**config.mk**
```make
export PLATFORM = sky130hd
export DESIGN_NAME = rgb_color_classifier_core
export DESIGN_NICKNAME = d
export VERILOG_FILES = /design/src/rtl/rcc_pkg.sv /design/src/rtl/rgb_color_classifier_core.sv
export SDC_FILE = /design/constraint.sdc
export NUM_CORES = 2
export LEC_CHECK = 0
export BUFFER_PORTS_ARGS = -buffer_cell sky130_fd_sc_hd__buf_2
export CAP_MARGIN = 20
export CORE_MARGIN = 3
export CORE_UTILIZATION = 60
export CTS_CLUSTER_DIAMETER = 100
export DETAILED_ROUTE_END_ITERATION = 8
export HOLD_SLACK_MARGIN = 0.03
export PLACE_DENSITY = 0.85
export SETUP_SLACK_MARGIN = 0.02
export SYNTH_ARGS = -nofsm -noshare
export SYNTH_HDL_FRONTEND = slang
export SYNTH_SLANG_ARGS = --single-unit
```
**constraint.sdc**
```tcl
create_clock -name clk -period 10.8 [get_ports clk]
set_clock_uncertainty 0.1 [all_clocks]
set_input_delay 0 -clock clk [delete_from_list [all_inputs] [get_ports clk]]
set_output_delay 0 -clock clk [all_outputs]
set_load 0.005 [all_outputs]
```
**src/rtl/rcc_pkg.sv**
```systemverilog
// ----------------------------------------------------------------------------
// rcc_pkg
// Shared types and constants of the RGB color classifier.
// ----------------------------------------------------------------------------
`default_nettype none

package rcc_pkg;

	localparam int unsigned CountW = 16;
	localparam int unsigned ClassW = 4;
	localparam int unsigned CfgIdxW = 3;

	// Wide enough for 100*count + 15*(r+g+b) without overflow.
	localparam int unsigned ProdW = 25;

	typedef enum logic [ClassW-1:0] {
		CLS_NONE    = 4'd0,
		CLS_ORANGE  = 4'd1,
		CLS_RED     = 4'd2,
		CLS_GOLD    = 4'd3,
		CLS_YELLOW  = 4'd4,
		CLS_GREEN   = 4'd5,
		CLS_BLUE    = 4'd6,
		CLS_VIOLET  = 4'd7,
		CLS_WHITE   = 4'd8,
		CLS_SILVER  = 4'd9,
		CLS_GREY    = 4'd10,
		CLS_UNKNOWN = 4'd11
	} color_class_t;

	localparam logic [CfgIdxW-1:0] CFG_DARK   = 3'd0;
	localparam logic [CfgIdxW-1:0] CFG_GOLD   = 3'd1;
	localparam logic [CfgIdxW-1:0] CFG_WHITE  = 3'd2;
	localparam logic [CfgIdxW-1:0] CFG_SILVER = 3'd3;
	localparam logic [CfgIdxW-1:0] CFG_GREY   = 3'd4;

	localparam logic [CountW-1:0] DARK_RST   = 16'd30;
	localparam logic [CountW-1:0] GOLD_RST   = 16'd400;
	localparam logic [CountW-1:0] WHITE_RST  = 16'd600;
	localparam logic [CountW-1:0] SILVER_RST = 16'd300;
	localparam logic [CountW-1:0] GREY_RST   = 16'd80;

endpackage

`default_nettype wire

```
**src/rtl/rgb_color_classifier_core.sv**
```systemverilog
// ----------------------------------------------------------------------------
// rgb_color_classifier_core
// Classifies one color-sensor reading (red, green, blue, clear) per beat.
// ----------------------------------------------------------------------------
// Usage:
//   Input channel (item_valid / item_stall) carries one reading per beat:
//   red_count, green_count, blue_count, clear_count. Output channel
//   (result_valid / result_stall) returns one color_class per reading, in
//   order. Thresholds are written through cfg_we / cfg_index / cfg_data while
//   the block is idle; indexes above the last register are ignored.
//   Path: an accepted input beat is registered in the input register, classified
//   combinationally, and registered in the result register once that register
//   is free; the result beat then leaves when the receiver does not stall.
//   Throughput: one reading per cycle unless the receiver stalls, set by the
//   single compare stage between the input and result registers.
//   Reset: arst_n clears both stage valids and loads the threshold defaults.
//   Stall: a stalled result holds; the input register still takes one more
//   beat, and item_stall rises only when both stages are full and the
//   receiver stalls.
// ----------------------------------------------------------------------------
`default_nettype none

module rgb_color_classifier_core
	import rcc_pkg::*;
(
	input  wire logic               clk,
	input  wire logic               arst_n,

	input  wire logic               item_valid,
	output      logic               item_stall,
	input  wire logic [CountW-1:0]  red_count,
	input  wire logic [CountW-1:0]  green_count,
	input  wire logic [CountW-1:0]  blue_count,
	input  wire logic [CountW-1:0]  clear_count,

	output      logic               result_valid,
	input  wire logic               result_stall,
	output      logic [ClassW-1:0]  color_class,

	input  wire logic               cfg_we,
	input  wire logic [CfgIdxW-1:0] cfg_index,
	input  wire logic [CountW-1:0]  cfg_data
);

	// Threshold registers.
	logic [CountW-1:0] dark_thr_q;
	logic [CountW-1:0] gold_thr_q;
	logic [CountW-1:0] white_thr_q;
	logic [CountW-1:0] silver_thr_q;
	logic [CountW-1:0] grey_thr_q;

	// Input stage.
	logic              valid_s1;
	logic [CountW-1:0] red_s1;
	logic [CountW-1:0] green_s1;
	logic [CountW-1:0] blue_s1;
	logic [CountW-1:0] clear_s1;

	// Result stage.
	logic              valid_s2;
	color_class_t      class_s2;

	logic              out_free;
	logic              s1_load;
	logic              s2_load;
	color_class_t      class_next;

	// Products of the ratio and share tests, all exact integers.
	logic [ProdW-1:0] r_w, g_w, b_w, t_w;
	logic [ProdW-1:0] r100, g100, b100, g115, g85, t23, t15;
	logic [ProdW-1:0] r10, g10, b10, t4, t3;
	logic             is_dark, rg_high, rg_band, orange, dom_green, dom_blue;
	logic             violet, balanced;

	// Configuration writes: ignore indexes past the last register.
	always_ff @(posedge clk or negedge arst_n) begin
		if (!arst_n) begin
			dark_thr_q   <= DARK_RST;
			gold_thr_q   <= GOLD_RST;
			white_thr_q  <= WHITE_RST;
			silver_thr_q <= SILVER_RST;
			grey_thr_q   <= GREY_RST;
		end else if (cfg_we) begin
			unique case (cfg_index)
				CFG_DARK:   dark_thr_q   <= cfg_data;
				CFG_GOLD:   gold_thr_q   <= cfg_data;
				CFG_WHITE:  white_thr_q  <= cfg_data;
				CFG_SILVER: silver_thr_q <= cfg_data;
				CFG_GREY:   grey_thr_q   <= cfg_data;
				default: ;
			endcase
		end
	end

	// Flow control: the result register frees up when empty or taken this
	// cycle; the input register advances whenever the result register frees.
	assign out_free   = !valid_s2 || !result_stall;
	assign s2_load    = valid_s1 && out_free;
	assign item_stall = valid_s1 && !out_free;
	assign s1_load    = item_valid && !item_stall;

	always_ff @(posedge clk or negedge arst_n) begin
		if (!arst_n) begin
			valid_s1 <= 1'b0;
		end else if (out_free || !valid_s1) begin
			valid_s1 <= item_valid;
		end
	end

	// Capture the reading; hold while the stage is stalled.
	always_ff @(posedge clk) begin
		if (s1_load) begin
			red_s1   <= red_count;
			green_s1 <= green_count;
			blue_s1  <= blue_count;
			clear_s1 <= clear_count;
		end
	end

	// Widen the counts and form the scaled terms.
	always_comb begin
		r_w  = ProdW'(red_s1);
		g_w  = ProdW'(green_s1);
		b_w  = ProdW'(blue_s1);
		t_w  = r_w + g_w + b_w;
		r100 = r_w * ProdW'(100);
		g100 = g_w * ProdW'(100);
		b100 = b_w * ProdW'(100);
		g115 = g_w * ProdW'(115);
		g85  = g_w * ProdW'(85);
		t23  = t_w * ProdW'(23);
		t15  = t_w * ProdW'(15);
		r10  = r_w * ProdW'(10);
		g10  = g_w * ProdW'(10);
		b10  = b_w * ProdW'(10);
		t4   = t_w * ProdW'(4);
		t3   = t_w * ProdW'(3);
	end

	// Individual tests, evaluated in parallel.
	always_comb begin
		is_dark   = (clear_s1 < dark_thr_q) || (t_w == '0);
		// A zero green counts as a very large red/green ratio.
		rg_high   = (green_s1 == '0) || (r100 > g115);
		rg_band   = r100 > g85;
		orange    = b100 < t23;
		dom_green = (green_s1 > red_s1) && (green_s1 > blue_s1);
		dom_blue  = (blue_s1 > red_s1) && (blue_s1 > green_s1);
		violet    = (b10 > t4) && (r10 > t3) && (g10 < t3);
		balanced  = (r100 + t15 > g100) && (r100 < g100 + t15) &&
		            (g100 + t15 > b100) && (g100 < b100 + t15);
	end

	// Priority chain: first test that matches sets the class.
	always_comb begin
		if (is_dark) begin
			class_next = CLS_NONE;
		end else if (rg_high) begin
			class_next = orange ? CLS_ORANGE : CLS_RED;
		end else if (rg_band) begin
			class_next = (clear_s1 > gold_thr_q) ? CLS_GOLD : CLS_YELLOW;
		end else if (dom_green) begin
			class_next = CLS_GREEN;
		end else if (dom_blue) begin
			class_next = CLS_BLUE;
		end else if (violet) begin
			class_next = CLS_VIOLET;
		end else if (balanced && (clear_s1 > white_thr_q)) begin
			class_next = CLS_WHITE;
		end else if (balanced && (clear_s1 > silver_thr_q)) begin
			class_next = CLS_SILVER;
		end else if (balanced && (clear_s1 > grey_thr_q)) begin
			class_next = CLS_GREY;
		end else begin
			// Dim balanced readings land here as well.
			class_next = CLS_UNKNOWN;
		end
	end

	// Result register: drop the beat once taken, hold it while stalled.
	always_ff @(posedge clk or negedge arst_n) begin
		if (!arst_n) begin
			valid_s2 <= 1'b0;
		end else if (out_free) begin
			valid_s2 <= valid_s1;
		end
	end

	always_ff @(posedge clk) begin
		if (s2_load) begin
			class_s2 <= class_next;
		end
	end

	assign result_valid = valid_s2;
	assign color_class  = class_s2;

endmodule

`default_nettype wire

```
==> impl_metrics.tcl, run 1 <==
set metrics [dict create \
    status "completed" \
    antenna_cells 0 \
    syn_to_final_growth_pct 10.06 \
    cpMostUsedCell "inv_1" \
    cp_max_fo 10 \
    synthCells 3768 \
    cp_slowest_cell "fa_1" \
    wl_met2_mm 43.51 \
    period_minus_slack_ns 10.11 \
    fmax_mhz 98.93 \
    async_reset_ff_share_pct 54.67 \
    critPathMaxStageDelay_ns 0.54 \
    ys_seq_area_share_pct 12.74 \
    routed_via_density 6.119 \
    rows 84 \
    ant_nets 0 \
    clock_tree.root_cell "clkbuf_16" \
    hp-class "in -> reg" \
    yosys.area.top_type "ha_1" \
    cts.sinks 150 \
    die_h_um 238.1 \
    layout.core_utilization_pct 67.26 \
    arrival_ns 10.25 \
    ys_warn_count 0 \
    slew_headroom_pct 28.00 \
    antenna_found_initial 3 \
    drive_gt1_share_pct 6.718 \
    synth_ff_type "edfxtp_1" \
    hold_violations 0 \
    cts_tree "done" \
    synth-edff-count 68 \
    drv_cap 0 \
    core_area_mm2 0.05287 \
    clkTransAtPathRegs_ns 0.11 \
    final_nets 5080 \
    clock_latency_ns 0.50 \
    avgSynthCellArea_um2 8.575 \
    post-dp-hpwl_mm 76.91 \
    wl_per_cell_um 20.79 \
    synth_cell_type_count 87 \
    cts.htree.levels 4 \
    period_share_pct 93.59 \
    synth_area_leaders "ha_1, fa_1, inv_1" \
    final_area_mm2 0.03556 \
    dr.pass1.iters 5 \
    rsz0062_at_grt "no" \
    syn_area_mm2 0.03231 \
    tightest_slew_ns 1.070 \
    grt_max_degree 83 \
    gp_congestion 1.044 \
    fp.dieArea_mm2 0.05667 \
    clk_path_buf_depth 2 \
    slew_violations 0 \
    routed-wl-met3_mm 8.828 \
    highest_layer "met4" \
    setup_viol_count_final 0 \
    r2r_slack_ns 0.69 \
    grt_usage_pct 34.44 \
    drtIter0Drc 2541 \
    crit_path_end_kind "register" \
    die_x_um 238.1 \
    met1Wirelength_mm 39.68 \
    cts_made_buffers 17 \
    grt_pass1_vias 28200 \
    drc 0 \
    ys_ff_latch 150 \
    critical_path_class "reg -> reg" \
    crit_path_start_kind "register" \
    place_area_mm2 0.03396 \
    fin_tns_setup_ns 0 \
    vias 28800 \
    synth_top_area_share_pct 31.48 \
    synthesis.nets 4842 \
    numPortBuffers 93 \
    grt_overflow 0 \
    grt_pass1_wl_mm 153.0 \
    io_pins 94 \
    start_util_pct 61.12 \
    wl_mm 97.87 \
    crit_required_ns 10.94 \
]
-- logic make-up (layout without fill, tap and decap cells) --
group / Yosys count / in the layout / synth area share, %
AND/OR/NAND/NOR: 778 / 778 / 11.86
AO/OA/AOI/OAI: 897 / 897 / 17.89
buffers and inverters: 701 / 952 / 8.159
flip-flops: 150 / 150 / 12.74
XOR/XNOR: 228 / 228 / 6.204
adder cells (fa/ha/maj): 991 / 991 / 42.36
multiplexers: 23 / 23 / 0.7900
-- final cells by class --
cell class                 count  area, um^2
tap                          688       860.8
timing repair buffer         245        1877
inverter                     675        2534
clock inverter                11       111.4
fill                        4172       17310
sequential                   150        4115
multi-input combinational   2917       25600
clock buffer                  21       461.7
-- layout by cell type (no fill, tap or decap), types with 8 or more instances in the layout --
master / Yosys / routed
fa_1: 173 / 173
xor2_1: 81 / 81
nor2_1: 188 / 187
o21ai_0: 239 / 238
o21a_1: 57 / 57
nand3_1: 68 / 68
nand2_1: 179 / 179
or2_2: 18 / 18
and3_1: 25 / 25
nand4_1: 56 / 56
dfstp_2: 17 / 17
buf_4: 1 / 60
a31oi_1: 26 / 26
a21oi_1: 213 / 213
buf_2: 1 / 92
o21bai_1: 19 / 19
xnor2_1: 146 / 145
a211o_1: 17 / 17
and2_1: 15 / 14
nor3_1: 65 / 63
o31a_1: 13 / 13
o211ai_1: 21 / 21
edfxtp_1: 68 / 68
nand2b_1: 45 / 45
mux2_2: 20 / 20
a21boi_0: 23 / 23
nor4_1: 9 / 8
inv_1: 667 / 666
dlygate4sd3_1: 0 / 91
o31ai_1: 9 / 9
a211oi_1: 38 / 38
dfrtp_1: 65 / 65
a21o_1: 129 / 129
nor2b_1: 62 / 62
ha_1: 813 / 813
o2111ai_1: 11 / 11
clkbuf_16: 0 / 18
or3_1: 18 / 18
a2111oi_0: 12 / 12
-- final timing paths --
check	from	endpoint	cells after the start
setup reg to reg	blue_s1[1]$_DFFE_PP_	color_class[0]$_SDFFCE_PP0P_	41
min in group asynchronous	arst_n	dark_thr_q[15]$_DFFE_PN0P_	3
hold reg to reg	gold_thr_q[7]$_DFFE_PN1P_	gold_thr_q[7]$_DFFE_PN1P_	2
max in group asynchronous	arst_n	gold_thr_q[4]$_DFFE_PN1P_	4
hold / removal	green_count[0]	green_s1[0]$_DFFE_PP_	2
setup / recovery	blue_s1[1]$_DFFE_PP_	color_class[0]$_SDFFCE_PP0P_	41
-- cells in the mapped netlist (all sizes together), types with 19 or more instances --
master / instances
nand3: 68
or2: 19
nand2b: 45
xor2: 82
nand4: 56
a31oi: 26
clkbuf: 22
mux2: 20
nor3: 65
a21o: 129
o211ai: 21
nor2: 189
o21bai: 20
or3: 20
ha: 813
o21ai: 241
nand2: 179
inv: 671
a211oi: 39
xnor2: 146
fa: 173
a21boi: 23
nor2b: 62
and3: 25
o21a: 57
edfxtp: 68
dfrtp: 65
a21oi: 215
-- critical path: cells and delay by family (launching register included) --
kind	cells	cell delay (ns)
flip-flops	1	0.48
XOR/XNOR	3	0.57
adder cells (fa/ha/maj)	9	3.54
buffers and inverters	6	0.77
AND/OR/NAND/NOR	7	1.27
AO/OA/AOI/OAI	16	3.12
-- per-stage QoR --
step	setup WS [ns]	instances	hold WS, ns
after CTS	0.3818	4700	0.07578
after floorplan	1.034	3768	-0.3956
after detailed placement	0.4281	4578	0.07809
after global placement	0.7073	4578	0.07643
final	0.6919	4707	0.1187
after global routing	0.05512	4707	0.1286
-- per-layer routing --
metal / GRT usage [%] / up-vias
li1: - / 13630
met1: 43.81 / 13570
met2: 55.64 / 1277
met3: 7.224 / 323
met4: 17.50 / 0
met5: 0 / -
-- flip-flops by register name, summed over array words and instances (netlist names) --
register      count
dark_thr_q       16
grey_thr_q       16
result_valid      1
silver_thr_q     16
blue_s1          16
gold_thr_q       16
clear_s1         16
white_thr_q      16
color_class       4
green_s1         16
valid_s1          1
red_s1           16
-- repair_timing --
item                                    4_1_cts  5_1_grt
hold buffers                                 90        1
endpoints found under the setup margin        0        2
endpoints found under the hold margin       211       13
resized for setup                             0        6
setup buffers                                 0        4
Power of run 1 is not shown: default switching activity piles up to over one toggle a cycle in this logic, so the estimate is an artifact.
==> run 2: changes to the inputs <==
- CORE_UTILIZATION: 60 -> 36
- PLACE_DENSITY: 0.85 -> 0.59
==> impl_metrics.tcl, run 2 (synthesis gave the netlist of run 1 again) <==
set metrics [dict create \
    crit_path_end_kind "register" \
    hp-class "in -> reg" \
    hold_path_depth 6 \
    final_common_cell "ha_1" \
    numPortBuffers 93 \
    crit_path_start_kind "register" \
    fmax_mhz 98.74 \
    clkTransAtPathRegs_ns 0.08 \
    ant_nets 0 \
    die_h_um 305.6 \
    hold_violations 0 \
    cts_made_buffers 17 \
    status "completed" \
    tightest_slew_ns 1.137 \
    clock_latency_ns 0.47 \
    wl_per_cell_um 19.17 \
    critical_path_class "reg -> reg" \
    clk_path_buf_depth 2 \
    crit_cells 35 \
    grt_usage_pct 21.28 \
    wl_mm 99.40 \
    start_util_pct 36.45 \
    critPathBufInv 2 \
    critPathMaxStageDelay_ns 0.62 \
    grt_pass1_wl_mm 153.3 \
    worst-r2r-cell-count 35 \
    clock_tree.root_cell "clkbuf_16" \
    cts.htree.levels 4 \
    crit_start "red_s1[6]$_DFFE_PP_" \
    post-dp-hpwl_mm 82.85 \
    hold_start "cfg_index[2]" \
    drv_cap 0 \
    use_met2_pct 33.66 \
    gp_congestion 0.9101 \
    setup_slack_ns 0.6720 \
    drc 0 \
    grt_overflow 0 \
    fin_tns_setup_ns 0 \
    die_x_um 305.6 \
    cp_max_fo 9 \
    crit_required_ns 10.91 \
    rows 109 \
    slew_headroom_pct 24.17 \
    cts.sinks 150 \
    fp.dieArea_mm2 0.09338 \
    cp_slowest_cell "xnor2_1" \
    rsz0062_at_grt "no" \
    dr.pass1.iters 6 \
    arrival_ns 10.24 \
    cts_setup_buffers 0 \
    final_cell_mix "ha_1, inv_1, o21ai_0" \
    final_nets 5081 \
    vias 27280 \
    cpMostUsedCell "ha_1" \
    grtUsageMet1_pct 29.97 \
    grt_pass1_vias 26300 \
    routed_via_density 5.260 \
    drtIter0Drc 1943 \
    r2r_start "red_s1[6]$_DFFE_PP_" \
    grt_max_degree 68 \
    preCtsSetupSlack_ns 0.1759 \
    core_area_mm2 0.08865 \
    period_share_pct 93.78 \
    top_usage_layer "met2" \
    antenna_found_initial 3 \
    io_pins 94 \
    period_minus_slack_ns 10.13 \
    syn_to_final_growth_pct 11.81 \
    setup_viol_count_final 0 \
    drive_gt1_share_pct 6.891 \
    slew_violations 0 \
    cp_top_family "adder cells" \
    cts_tree "done" \
    grtUsageMet3_pct 3.568 \
]
run 2: cell types whose count changed in the layout (fill, tap and decap cells not counted), moves of 2 or more:
cell / previous run / this run
buf_16: 2 / 0
clkinv_4: 1 / 3
buf_4: 60 / 64
clkbuf_1: 3 / 0
clkinv_2: 0 / 3
run 2: routing by layer:
layer / wire, um / part of all wire, %
met1: 47440 / 48
met2: 42970 / 43
met3: 6154 / 6.2
met4: 2842 / 2.9
met5: 0 / 0
run 2: repair_timing:
item                                   in CTS  in global routing
resized for setup                           0                  6
setup endpoints to repair                   0                  2
endpoints found under the hold margin     211                  0
hold buffers                               90                  0
run 2: worst paths after layout:
path                                                endpoint  slack [ns]
worst max-delay path            color_class[0]$_SDFFCE_PP0P_        0.67
worst min-delay path               grey_thr_q[4]$_DFFE_PN1P_        0.07
worst max register to register  color_class[0]$_SDFFCE_PP0P_        0.67
worst min register to register      result_valid$_DFFE_PN0P_        0.39
max in group asynchronous        white_thr_q[14]$_DFFE_PN0P_        9.55
min in group asynchronous         grey_thr_q[12]$_DFFE_PN0P_        0.19
run 2: final cells by class:
| cell class | instances | area (um^2) |
|---|---|---|
| flip-flops and latches | 150 | 4115 |
| clock inverters | 14 | 113.9 |
| diodes | 1 | 2.502 |
| repair buffers | 246 | 1842 |
| inverters | 675 | 2534 |
| clock buffers | 18 | 439.2 |
| fillers | 9026 | 52520 |
| well taps | 1165 | 1458 |
| multi-input cells | 2917 | 25620 |
run 2: worst reg2reg max path, delay by kind of cell, from the launching register on:
family                     cells  cell delay, ns
DFF                            1            0.57
and+or+nand+nor                9            2.02
buffers and inverters          2            0.34
xor gates and xnor gates       3            1.04
adders and majority gates      7            3.06
AOI/OAI and AO/OA             14            2.76
run 2: through the flow:
stage | area [um^2] | hold WS [ns] | std cells | util [%]
2_1_floorplan | 32310 | -0.3956 | 3768 | -
3_3_place_gp | 34640 | -0.2172 | 5063 | 39.07
3_5_place_dp | 34640 | -0.2171 | 5063 | 39.07
4_1_cts | 36090 | 0.03888 | 5185 | 40.71
5_1_grt | 36120 | 0.1112 | 5185 | 40.75
6_report | 36120 | 0.07104 | 5186 | 40.75
Power of run 2 is left out for the same reason.
==> run 3: changes to the inputs <==
- ABC_AREA: unset -> 1
==> impl_metrics.tcl, run 3 <==
set metrics [dict create \
    synth.mux.area_fraction_pct 0 \
    ys_ff_latch 150 \
    clock_latency_ns 0.45 \
    cp_max_fo 10 \
    routed_via_density 5.069 \
    clock_tree.root_cell "clkbuf_16" \
    fin_tns_setup_ns 0 \
    rows 110 \
    grtUsageMet1_pct 30.57 \
    grt_pass1_wl_mm 166.0 \
    drv_cap 0 \
    r2r-end "color_class[0]$_SDFFCE_PP0P_" \
    rsz0062_at_grt "no" \
    synth_area_leaders "ha_1, inv_1, fa_1" \
    hold_path_depth 6 \
    crit_path_start_kind "register" \
    synth-edff-count 68 \
    arrival_ns 9.99 \
    r2r_slack_ns 0.90 \
    syn_area_mm2 0.03293 \
    grt_pass1_vias 29000 \
    grt_usage_pct 22.73 \
    status "completed" \
    use_met2_pct 38.92 \
    final_common_cell "inv_1" \
    synthCells 4342 \
    cts_tree "done" \
    cts_made_buffers 17 \
    numPortBuffers 93 \
    crit_path_end_kind "register" \
    synth.most_common_cell "inv_1" \
    io_pins 94 \
    cts.htree.levels 4 \
    syn_to_final_growth_pct 11.72 \
    clkTransAtPathRegs_ns 0.06 \
    cts_setup_buffers 0 \
    vias 29270 \
    fillers 9276 \
    ys_seq_area_share_pct 12.50 \
    synth_compound_area_share_pct 12.10 \
    drive_gt1_share_pct 5.306 \
    synth_top_family_by_area "adder cells" \
    synthTopCellsByCount "inv_1, ha_1, nand2_1" \
    grt_max_degree 59 \
    fmax_mhz 101.0 \
    fin_cells 5775 \
    die_x_um 308.5 \
    worst-r2r-cell-count 51 \
    hp-class "in -> reg" \
    placed_cells 5650 \
    ant_nets 0 \
    wl_per_cell_um 18.53 \
    synth_cell_type_count 60 \
    setup_viol_count_final 0 \
    yosys.area.top_type "ha_1" \
    clk_path_buf_depth 2 \
    cp_slowest_cell "xor2_1" \
    synth_top_area_share_pct 30.89 \
    top_usage_layer "met2" \
    synth_fa_ha_area_share_pct 41.40 \
    final_area_mm2 0.03679 \
    gp_congestion 0.9819 \
    die_h_um 308.5 \
    synthXorXnorAreaFrac_pct 6.333 \
    grt_overflow 0 \
    crit_required_ns 10.88 \
    critical_path_class "reg -> reg" \
    ys_warn_count 0 \
    place_area_mm2 0.03523 \
    slew_violations 0 \
    drc 0 \
    synth_ff_type "edfxtp_1" \
    period_share_pct 91.67 \
    grtUsageMet3_pct 1.758 \
    hold_violations 0 \
    critPathMaxStageDelay_ns 0.55 \
    ctsResizeCount 0 \
    preCtsSetupSlack_ns 1.009 \
    tightest_slew_ns 1.152 \
    dr.pass1.iters 6 \
    yosys.area_share.simple_pct 16.84 \
    final_cell_mix "inv_1, ha_1, nand2_1" \
    post-dp-hpwl_mm 90.98 \
    hold_start "cfg_we" \
    seq_area_mm2 0.004115 \
    min_to "dark_thr_q[1]$_DFFE_PN1P_" \
    wl_mm 107.0 \
    final_nets 5660 \
    r2r_start "green_s1[1]$_DFFE_PP_" \
    avgSynthCellArea_um2 7.585 \
    critPathBufInv 11 \
    cp_top_family "adder cells" \
    multiInputGateArea_mm2 0.02525 \
    synthesis.nets 5416 \
    drtIter0Drc 1901 \
    core_area_mm2 0.09042 \
    antenna_found_initial 2 \
    async_reset_ff_share_pct 54.67 \
    cts.sinks 150 \
    slew_headroom_pct 22.93 \
    start_util_pct 36.42 \
    period_minus_slack_ns 9.901 \
    fp.dieArea_mm2 0.09515 \
    antenna_cells 0 \
    setup_slack_ns 0.8992 \
]
[run 3: changes by cell type after synthesis, moves of 21 or more]
cell | previous run | this run
and3_1 | 25 | 1
o21ai_0 | 239 | 171
xnor2_1 | 146 | 74
a21o_1 | 129 | 11
nand3_1 | 68 | 177
a21oi_1 | 213 | 360
inv_1 | 667 | 923
nor2b_1 | 62 | 0
o21a_1 | 57 | 10
nor3_1 | 65 | 44
nand2b_1 | 45 | 0
xor2_1 | 81 | 153
nand2_1 | 179 | 799
[run 3: layout make-up]
type	count	share of cell area, %
multi-input cells	3242	68.63
well taps	1176	3.999
clock inverters	11	0.3945
flip-flops and latches	150	11.18
repair buffers	242	5.019
inverters	933	9.518
clock buffers	21	1.255
[run 3: cells by family (layout without fill, tap and decap cells)]
family / count (synthesis) / in the layout
adder cells (fa/ha/maj): 986 / 986
AO/OA/AOI/OAI: 709 / 709
buffers and inverters: 950 / 1207
XOR/XNOR: 233 / 233
AND/OR/NAND/NOR: 1314 / 1314
flip-flops: 150 / 150
[run 3: how the worst max path moves through the flow]
| stage | start | cells after the start | endpoint | slack, ns |
|---|---|---|---|---|
| after floorplan | green_s1[1]$_DFFE_PP_ | 46 | color_class[0]$_SDFFCE_PP0P_ | 2.28 |
| after global placement | green_s1[1]$_DFFE_PP_ | 51 | color_class[0]$_SDFFCE_PP0P_ | 1.16 |
| after detailed placement | blue_s1[1]$_DFFE_PP_ | 50 | color_class[0]$_SDFFCE_PP0P_ | 1.01 |
| after CTS | blue_s1[1]$_DFFE_PP_ | 50 | color_class[0]$_SDFFCE_PP0P_ | 0.97 |
| after global routing | blue_s1[1]$_DFFE_PP_ | 50 | color_class[0]$_SDFFCE_PP0P_ | 0.09 |
| final | green_s1[1]$_DFFE_PP_ | 51 | color_class[0]$_SDFFCE_PP0P_ | 0.90 |
[run 3: per-stage QoR]
stage / hold WS, ns / util, %
after floorplan: -0.3956 / -
after global placement: -0.1116 / 38.96
after detailed placement: -0.1160 / 38.96
after CTS: 0.03139 / 40.64
after global routing: 0.06226 / 40.69
final: 0.0006082 / 40.69
[run 3: what timing repair did]
| item | in CTS | in global routing |
|---|---|---|
| endpoints found under the hold margin | 200 | 1 |
| hold buffers | 90 | 2 |
| setup endpoints to repair | 0 | 0 |
[run 3: worst reg2reg max path: cells and delay by family (launching register included)]
kind | cells | cell delay, ns
adders and majority gates | 7 | 2.58
and+or+nand+nor | 19 | 2.07
AOI/OAI and AO/OA | 10 | 1.97
xor gates and xnor gates | 4 | 1.18
DFF | 1 | 0.35
buffers and inverters | 11 | 1.38
[run 3: layer usage]
metal  vias up  wire length, um
met3       117             4433
met2       670            49510
met1     13730            49600
met5         -                0
li1      14760                -
met4         0             3454
Power of run 3 is left out for the same reason.
